--- config.mk ---
export PLATFORM = sky130hd
export DESIGN_NAME = fire_heat_automaton
export DESIGN_NICKNAME = d
export VERILOG_FILES = /design/src/sv/fha_pkg.sv /design/src/sv/fha_ctrl.sv /design/src/sv/fha_datapath.sv /design/src/sv/fire_heat_automaton.sv
export SDC_FILE = /design/constraint.sdc
export NUM_CORES = 2
export LEC_CHECK = 0
export BUFFER_PORTS_ARGS = -buffer_cell sky130_fd_sc_hd__buf_2
export CORE_AREA = 4 4 560 285
export CTS_CLUSTER_SIZE = 24
export DETAILED_ROUTE_END_ITERATION = 10
export DIE_AREA = 0 0 564 289
export PLACE_DENSITY = 0.7
export SYNTH_ARGS = -nofsm -noshare
export SYNTH_HDL_FRONTEND = slang
export SYNTH_SLANG_ARGS = --single-unit
export TNS_END_PERCENT = 50
--- constraint.sdc ---
create_clock -name clk_i -period 12.1 [get_ports clk_i]
set_input_delay 3.025 -clock clk_i [delete_from_list [all_inputs] [get_ports clk_i]]
set_output_delay 3.025 -clock clk_i [all_outputs]
set_load 0.01 [all_outputs]
--- src/sv/fha_pkg.sv ---
// Shared types, command codes and palette function for the fire heat automaton.
package fha_pkg;

  // Command codes carried in the input beat
  localparam logic [1:0] CMD_TICK   = 2'd0;
  localparam logic [1:0] CMD_IGNITE = 2'd1;
  localparam logic [1:0] CMD_READ   = 2'd2;
  localparam logic [1:0] CMD_CLEAR  = 2'd3;

  // Configuration register indexes
  localparam int unsigned CFG_IDX_W = 1;
  localparam logic [CFG_IDX_W-1:0] REG_DECAY_STEP = 1'b0;
  localparam logic [CFG_IDX_W-1:0] REG_LIT_LEVEL  = 1'b1;

  localparam logic [7:0] DECAY_STEP_RST = 8'd20;
  localparam logic [7:0] LIT_LEVEL_RST  = 8'd255;

  // Palette thresholds on the 8-bit heat scale
  localparam logic [7:0] HEAT_DARK_MAX = 8'd12;
  localparam logic [7:0] HEAT_RED_MIN  = 8'd64;
  localparam logic [7:0] HEAT_ORG_MIN  = 8'd128;
  localparam logic [7:0] HEAT_WHT_MIN  = 8'd192;

  typedef struct packed {
    logic [1:0] command;
    logic [5:0] cell_x;
    logic [5:0] cell_y;
  } fha_in_t;

  typedef struct packed {
    logic [7:0] heat;
    logic [7:0] red;
    logic [7:0] green;
    logic [7:0] blue;
    logic [7:0] alpha;
  } fha_res_t;

  // Controller to datapath commands
  typedef struct packed {
    logic cnt_clr;
    logic cnt_inc;
    logic clr_wr;
    logic tick_rd;
    logic cap_read;
    logic set_pend;
    logic clr_pend;
    logic res_emit;
    logic res_from_mem;
  } fha_cmd_t;

  // Datapath to controller status
  typedef struct packed {
    logic cnt_last;
  } fha_sts_t;

  function automatic fha_res_t fha_palette(input logic [7:0] h);
    fha_res_t r;
    r.heat = h;
    if (h <= HEAT_DARK_MAX) begin
      r.red = 8'd0;   r.green = 8'd0;   r.blue = 8'd0;   r.alpha = 8'd0;
    end else if (h >= HEAT_WHT_MIN) begin
      r.red = 8'd255; r.green = 8'd255; r.blue = 8'd220; r.alpha = 8'd255;
    end else if (h >= HEAT_ORG_MIN) begin
      r.red = 8'd255; r.green = 8'd200; r.blue = 8'd80;  r.alpha = 8'd255;
    end else if (h >= HEAT_RED_MIN) begin
      r.red = 8'd240; r.green = 8'd120; r.blue = 8'd30;  r.alpha = 8'd255;
    end else begin
      r.red = 8'd140; r.green = 8'd30;  r.blue = 8'd10;  r.alpha = 8'd255;
    end
    return r;
  endfunction

endpackage

--- src/sv/fha_ctrl.sv ---
// Sequencing state machine for the fire heat automaton.
module fha_ctrl
  import fha_pkg::*;
(
  input  logic       clk_i,
  input  logic       rst_ni,
  input  logic       start_i,
  input  logic [1:0] command_i,
  input  fha_sts_t   sts_i,
  output fha_cmd_t   cmd_o,
  output logic       busy_o
);

  localparam logic [2:0] S_INIT  = 3'd0;
  localparam logic [2:0] S_IDLE  = 3'd1;
  localparam logic [2:0] S_TICK  = 3'd2;
  localparam logic [2:0] S_DRAIN = 3'd3;
  localparam logic [2:0] S_CLR   = 3'd4;
  localparam logic [2:0] S_READ  = 3'd5;

  logic [2:0] state_q, state_d;

  // Next state and command decode
  always_comb begin
    state_d = state_q;
    cmd_o   = '0;
    case (state_q)
      S_INIT: begin
        cmd_o.clr_wr  = 1'b1;
        cmd_o.cnt_inc = 1'b1;
        if (sts_i.cnt_last) state_d = S_IDLE;
      end
      S_IDLE: begin
        if (start_i) begin
          case (command_i)
            CMD_TICK: begin
              cmd_o.cnt_clr = 1'b1;
              state_d       = S_TICK;
            end
            CMD_IGNITE: begin
              cmd_o.set_pend = 1'b1;
              cmd_o.res_emit = 1'b1;
            end
            CMD_READ: begin
              cmd_o.cap_read = 1'b1;
              state_d        = S_READ;
            end
            CMD_CLEAR: begin
              cmd_o.cnt_clr = 1'b1;
              state_d       = S_CLR;
            end
            default: state_d = S_IDLE;
          endcase
        end
      end
      S_TICK: begin
        cmd_o.tick_rd = 1'b1;
        cmd_o.cnt_inc = 1'b1;
        if (sts_i.cnt_last) state_d = S_DRAIN;
      end
      S_DRAIN: begin
        // last write of the sweep lands here
        cmd_o.res_emit = 1'b1;
        cmd_o.clr_pend = 1'b1;
        state_d        = S_IDLE;
      end
      S_CLR: begin
        cmd_o.clr_wr  = 1'b1;
        cmd_o.cnt_inc = 1'b1;
        if (sts_i.cnt_last) begin
          cmd_o.res_emit = 1'b1;
          cmd_o.clr_pend = 1'b1;
          state_d        = S_IDLE;
        end
      end
      S_READ: begin
        cmd_o.res_emit     = 1'b1;
        cmd_o.res_from_mem = 1'b1;
        state_d            = S_IDLE;
      end
      default: state_d = S_IDLE;
    endcase
  end

  always_ff @(posedge clk_i or negedge rst_ni) begin
    if (!rst_ni) begin
      state_q <= S_INIT;
    end else begin
      state_q <= state_d;
    end
  end

  assign busy_o = (state_q != S_IDLE);

  // Read accept moves to the response cycle
  a_read_seq: assert property (@(posedge clk_i) disable iff (!rst_ni)
    (start_i && !busy_o && command_i == CMD_READ) |=> (state_q == S_READ))
    else $error("read did not enter response state");

  // Tick sweep ends in the drain cycle
  a_tick_end: assert property (@(posedge clk_i) disable iff (!rst_ni)
    (state_q == S_TICK && sts_i.cnt_last) |=> (state_q == S_DRAIN))
    else $error("tick sweep did not drain");

  // Clear writes never overlap tick reads
  a_wr_excl: assert property (@(posedge clk_i) disable iff (!rst_ni)
    !(cmd_o.clr_wr && cmd_o.tick_rd))
    else $error("clear and tick active together");

endmodule

--- src/sv/fha_datapath.sv ---
// Heat grid memory, sweep counter, config registers and result register.
module fha_datapath
  import fha_pkg::*;
#(
  parameter int unsigned GRID_W = 16,
  parameter int unsigned GRID_H = 16
) (
  input  logic                 clk_i,
  input  logic                 rst_ni,
  input  fha_cmd_t             cmd_i,
  output fha_sts_t             sts_o,
  input  logic [5:0]           cell_x_i,
  input  logic [5:0]           cell_y_i,
  input  logic                 cfg_we_i,
  input  logic [CFG_IDX_W-1:0] cfg_idx_i,
  input  logic [7:0]           cfg_data_i,
  output fha_res_t             res_o,
  output logic                 done_o
);

  localparam int unsigned CELLS = GRID_W * GRID_H;
  localparam int unsigned AW    = $clog2(CELLS);
  localparam int unsigned BOT   = CELLS - GRID_W;

  logic [7:0]    mem [CELLS];
  logic [7:0]    rdata_q;
  logic [AW-1:0] cnt_q;
  logic          wr_vld_q;
  logic [AW-1:0] wr_addr_q;
  logic          wr_bot_q;
  logic          pend_q;
  logic          inrange_q;
  logic [7:0]    decay_q, lit_q;
  fha_res_t      res_q;
  logic          done_q;

  logic [AW:0]   tick_sum;
  logic          cnt_bot;
  logic [12:0]   cell_lin;
  logic          in_range;
  logic          rd_en;
  logic [AW-1:0] raddr;
  logic          we;
  logic [AW-1:0] waddr;
  logic [7:0]    wdata;
  logic [7:0]    decayed;
  logic [7:0]    heat_src;

  // Sweep counter
  always_ff @(posedge clk_i or negedge rst_ni) begin
    if (!rst_ni) begin
      cnt_q <= '0;
    end else if (cmd_i.cnt_clr) begin
      cnt_q <= '0;
    end else if (cmd_i.cnt_inc) begin
      cnt_q <= cnt_q + 1'b1;
    end
  end

  assign sts_o.cnt_last = (cnt_q == AW'(CELLS - 1));

  // Read addressing: source row below during a tick, else the requested cell
  assign tick_sum = {1'b0, cnt_q} + (AW + 1)'(GRID_W);
  assign cnt_bot  = (cnt_q >= AW'(BOT));
  assign cell_lin = 13'(cell_y_i) * 13'(GRID_W) + 13'(cell_x_i);
  assign in_range = ({1'b0, cell_x_i} < 7'(GRID_W)) && ({1'b0, cell_y_i} < 7'(GRID_H));
  assign rd_en    = cmd_i.tick_rd ? !cnt_bot : (cmd_i.cap_read && in_range);
  assign raddr    = cmd_i.tick_rd ? tick_sum[AW-1:0] : cell_lin[AW-1:0];

  // Write side: clear sweep writes directly, a tick write lands in the cycle after its read
  assign decayed = (rdata_q > decay_q) ? (rdata_q - decay_q) : 8'd0;
  assign we      = cmd_i.clr_wr || wr_vld_q;
  assign waddr   = cmd_i.clr_wr ? cnt_q : wr_addr_q;
  always_comb begin
    if (cmd_i.clr_wr) begin
      wdata = 8'd0;
    end else if (wr_bot_q) begin
      wdata = pend_q ? lit_q : 8'd0;
    end else begin
      wdata = decayed;
    end
  end

  // Grid memory
  always_ff @(posedge clk_i) begin
    if (we) begin
      mem[waddr] <= wdata;
    end
    if (rd_en) begin
      rdata_q <= mem[raddr];
    end
  end

  // Tick write pipeline
  always_ff @(posedge clk_i or negedge rst_ni) begin
    if (!rst_ni) begin
      wr_vld_q <= 1'b0;
    end else begin
      wr_vld_q <= cmd_i.tick_rd;
    end
  end

  always_ff @(posedge clk_i) begin
    wr_addr_q <= cnt_q;
    wr_bot_q  <= cnt_bot;
    if (cmd_i.cap_read) begin
      inrange_q <= in_range;
    end
  end

  // Ignite flag and config registers
  always_ff @(posedge clk_i or negedge rst_ni) begin
    if (!rst_ni) begin
      pend_q  <= 1'b0;
      decay_q <= DECAY_STEP_RST;
      lit_q   <= LIT_LEVEL_RST;
    end else begin
      if (cmd_i.set_pend) begin
        pend_q <= 1'b1;
      end else if (cmd_i.clr_pend) begin
        pend_q <= 1'b0;
      end
      if (cfg_we_i) begin
        case (cfg_idx_i)
          REG_DECAY_STEP: decay_q <= cfg_data_i;
          REG_LIT_LEVEL:  lit_q   <= cfg_data_i;
          default: ;
        endcase
      end
    end
  end

  // Result register
  assign heat_src = (cmd_i.res_from_mem && inrange_q) ? rdata_q : 8'd0;

  always_ff @(posedge clk_i) begin
    if (cmd_i.res_emit) begin
      res_q <= fha_palette(heat_src);
    end
  end

  always_ff @(posedge clk_i or negedge rst_ni) begin
    if (!rst_ni) begin
      done_q <= 1'b0;
    end else begin
      done_q <= cmd_i.res_emit;
    end
  end

  assign res_o  = res_q;
  assign done_o = done_q;

endmodule

--- src/sv/fire_heat_automaton.sv ---
// Top level of the fire heat automaton: controller plus datapath.
//
// Usage: drive in_i and raise start_i; the beat is taken at a clock edge
// where start_i is high and busy_o is low. Every command gives exactly one
// result beat on res_o, marked by done_o for one cycle; the receiver must
// take it then, it cannot stall the block.
// Commands: tick shifts the grid up one row with decay and refills the
// bottom row; ignite arms the bottom-row fill for the next tick; read returns
// a cell's heat and palette color; clear zeroes the grid and the ignite flag.
// Ignite leaves busy_o low; read, clear and tick hold busy_o high until
// their result beat. The next command can be taken at the edge that takes
// the result beat. Tick and clear are paced by the single write port of
// the grid memory, one cell per cycle; tick adds a drain state for its
// last write, and the result beat comes in the cycle in which busy_o drops.
// Config: cfg_we_i writes decay_step (index 0) or lit_level (index 1) at
// once; write only while the block is idle.
// Reset: a clearing pass over every cell zeroes the grid with busy_o high;
// config writes are taken during it.
module fire_heat_automaton
  import fha_pkg::*;
#(
  parameter int unsigned GRID_W = 16,
  parameter int unsigned GRID_H = 16
) (
  input  logic                 clk_i,
  input  logic                 rst_ni,
  input  logic                 start_i,
  output logic                 busy_o,
  input  fha_in_t              in_i,
  output logic                 done_o,
  output fha_res_t             res_o,
  input  logic                 cfg_we_i,
  input  logic [CFG_IDX_W-1:0] cfg_idx_i,
  input  logic [7:0]           cfg_data_i
);

  fha_cmd_t cmd;
  fha_sts_t sts;

  fha_ctrl u_ctrl (
    .clk_i     (clk_i),
    .rst_ni    (rst_ni),
    .start_i   (start_i),
    .command_i (in_i.command),
    .sts_i     (sts),
    .cmd_o     (cmd),
    .busy_o    (busy_o)
  );

  fha_datapath #(
    .GRID_W (GRID_W),
    .GRID_H (GRID_H)
  ) u_datapath (
    .clk_i      (clk_i),
    .rst_ni     (rst_ni),
    .cmd_i      (cmd),
    .sts_o      (sts),
    .cell_x_i   (in_i.cell_x),
    .cell_y_i   (in_i.cell_y),
    .cfg_we_i   (cfg_we_i),
    .cfg_idx_i  (cfg_idx_i),
    .cfg_data_i (cfg_data_i),
    .res_o      (res_o),
    .done_o     (done_o)
  );

endmodule
==> key figures <==
Outcome
  • Status: finished, violations left
  • Violated checks: slew limit

STA
  • Slew Limit Fails: 38
  • Endpoints failing setup: 0
  • Actual slew at the worst max-slew pin: 1.59 ns
  • Final Hold Vio Count: 0
  • Worst Clk Skew: 0.0407 ns
  • Slew margin rel.: -0.0593
  • Fin Setup TNS: 0 ns
  • RSZ-0062 raised after global routing: false
  • Minimum clock period after layout: 7.35 ns
  • Fmax: 136 MHz
  • Period utilization: 0.608

Clock network
  • Clock sinks: 2113
  • Post-CTS sizing: 0
  • Clk Latency, worst-skew pair: 0.83 ns
  • Max Buffers Root-to-Sink: 3
  • Root Driver: clkbuf_16
  • Total CTS buffers: 180
  • Hold buffer count at CTS: 0
  • H-tree Lvls: 4
  • Clock transition at path regs: 0.06 ns
  • Setup Buffers After CTS: 0
  • CTS tree: yes

Global route
  • GRT Resource Usage Total: 0.317
  • Vias in the first global route: 52300
  • Initial antenna violation count: 17
  • Largest net degree at the start of global routing: 215
  • First-pass GRT wire length: 371000 um
  • Gr ovfl total: 0

Setup path
  • Critical path's slowest cell: nor4_1
  • WP data arrival: 7.89 ns
  • Critical Path RT: 12.63 ns
  • Reg2Reg Depth: 12
  • Setup crit end kind: flop
  • Largest stage delay on the critical path: 0.66 ns
  • Crit path kind: input port to flop
  • Cells along the critical path: buf_2 > ha_1 > inv_1 > fa_1 > nor2b_1 > mux2i_1 > nand2b_1 > buf_4 > a31oi_1 > nand4_1 > a41oi_1 > or3_1 > nor4_1 > nand4_1
  • Reg2reg setup slack: 5.92 ns
  • Critical Path Most Common Cell: nand4_1
  • R2R Path Start: u_ctrl.state_q[1]
  • Worst-path fanout max: 18
  • Worst reg2reg endpoint: u_datapath.rdata_q[1]
  • Startpoint types: input port

Pwr
  • Tot Pwr: 16.9 mW
  • Maximum vdd drop: 0.159 mV
  • Pwr per Cell Area: 183 nW/um2
  • Leakage: 30.8 nW

Finish
  • Most frequent cells in the layout: edfxtp_1 (2074), nand2_1 (1794), nand3_1 (631)
  • Layout cells sized above 1: 0.0772
  • Nets@finish: 6423
  • Layout area overhead: 9.38%
  • Most common cell after layout, fill and taps aside: edfxtp_1
  • # fillers: 11600

Synthesis
  • Cell taking the most area after synthesis: edfxtp_1
  • Syn Area/Cell: 13.1 um2
  • Fraction of registers with async set/reset: 0.0142
  • Synth Register Bits: 2113
  • Synth Flop Type: edfxtp_1
  • Warnings from Yosys: 0
  • Seq/Total Area, Yosys: 0.748
  • Syn Inst Count: 6428
  • Multiplexer area fraction after synthesis: 0.0191
  • Simple-Gate Fraction of Synth Area: 0.157
  • Number of synthesized flops with an enable pin: 2074
  • Largest family of logic cells by synthesized area: simple AND/OR/NAND/NOR gates
  • Post-synth top area share: 0.737
  • Cell variety after synth: 77
  • Xor and xnor area share after synthesis: 0.00176
  • Cell Area, Synth: 84500 um2
  • Post-Synth Adder-Cell Area: 0.00388
  • Synth Area in Compound Gates: 0.0458
  • Top cells by area, synth: edfxtp_1 (74%), nand2_1 (8.0%), nand3_1 (3.8%)

Job
  • Number of max-cap violations: 0

Floorplan
  • Die W: 564 um
  • Initial Util: 0.548
  • Core Area: 154000 um2
  • Row count: 102
  • Die Area: 163000 um2
  • Chip height: 289 um
  • Io pins: 69

Route
  • Pre-antenna DRT Iters: 8
  • # DRC: 0
  • Vias: 56600
  • Drt wl/cell: 30.4 um
  • DRT iter0 DRCs: 10500
  • Antenna Nets Post-Route: 0
  • Routed vias/inst: 6.58
  • Final wirelength: 262000 um

Hold path
  • Hold WC Path Type: flop to flop
  • Worst Hold End: u_datapath.pend_q
  • Hold Path Depth: 2
  • Hold_sp: u_datapath.pend_q

Placed design
  • HPWL Detailed: 157000 um
  • PortBufs: 66
  • GP Congestion: 0.952
## metal layers
metal / part of all wire / vias to the layer above / track usage
li1: - / 23500 / -
met1: 0.36 / 27700 / 0.439
met2: 0.43 / 4661 / 0.455
met3: 0.16 / 713 / 0.116
met4: 0.045 / 23 / 0.132
met5: 0.00074 / - / 0
## kinds of logic (layout without fill, tap and decap cells)
group                      Yosys count  count (layout)
buffers and inverters              447             535
AOI/OAI and AO/OA                  571             571
muxes                              157             157
DFF                               2113            2113
xor gates and xnor gates            17              17
other                                1              13
adders and majority gates           25              25
and+or+nand+nor                   3097            3097
## critical path, delay by kind of cell
family | cells | cell delay (ns)
simple gates | 6 | 2.37
fa+ha+maj | 2 | 0.77
buf+inv | 3 | 0.61
compound gates | 2 | 0.58
mux | 1 | 0.50
## power by group
group          switching, mW  total [mW]  internal [mW]
registers             0.0625        8.76           8.70
logic                   2.06        2.52          0.467
clock network           2.62        5.63           3.01
## metrics by stage
stage               hold slack [ns]  instance area, um2  setup slack [ns]  std cells   util
floorplan                     0.345               84500              2.72       6429      -
global placement              0.494               86800              4.22       8267  0.563
detailed placement            0.483               86900              4.19       8268  0.563
CTS                           0.500               92400              5.01       8596  0.599
global route                  0.538               92400              4.71       8597  0.599
finish                        0.495               92400              4.75       8608  0.600
## registers in the layout, indices dropped and copies added, names as in the netlist
| signal | cells |
|---|---|
| u_datapath.wr_addr_q | 8 |
| u_datapath.inrange_q | 1 |
| u_datapath.wr_bot_q | 1 |
| u_datapath.res_o | 17 |
| u_datapath.rdata_q | 8 |
| u_datapath.wr_vld_q | 1 |
| u_datapath.done_o | 1 |
| u_datapath.lit_q | 8 |
| u_ctrl.state_q | 3 |
| u_datapath.mem | 2048 |
| u_datapath.decay_q | 8 |
| u_datapath.cnt_q | 8 |
| u_datapath.pend_q | 1 |
## worst max-delay path by stage
stage / startpoint / to / slack (ns) / cells past startpoint
CTS: in_i[0] / u_datapath.rdata_q[2] / 5.01 / 14
detailed placement: in_i[0] / u_datapath.rdata_q[2] / 4.19 / 14
finish: in_i[0] / u_datapath.rdata_q[2] / 4.75 / 14
global route: in_i[10] / u_datapath.rdata_q[2] / 4.71 / 14
floorplan: u_datapath.decay_q[2] / u_datapath.mem[0][0] / 2.72 / 11
global placement: in_i[0] / u_datapath.rdata_q[2] / 4.22 / 14
## synth_stat cells, types with 16 or more instances
library cell / n
a21oi_1: 111
a22oi_1: 34
a311oi_1: 16
a31oi_1: 178
a32oi_1: 73
a41oi_1: 22
and3_1: 30
buf_1: 54
buf_2: 165
buf_4: 33
clkbuf_1: 164
dfrtp_1: 20
edfxtp_1: 2074
ha_1: 23
inv_1: 26
mux2i_1: 144
nand2_1: 1795
nand3_1: 647
nand4_1: 157
nor2_1: 332
nor3_1: 21
nor4_1: 23
o21ai_0: 33
o22ai_1: 27
## cell type report
type	count	area, um2	share of cell area
clock inverter	87	701	0.00758
tap	2080	2600	0.0282
inverter	27	103	0.00111
antenna	11	27.5	0.000298
sequential	2113	63200	0.684
multi-input combinational	3869	19600	0.212
timing repair buffer	180	1380	0.0150
clock buffer	241	4850	0.0524
Note: power is estimated with default switching activity, not from simulation.
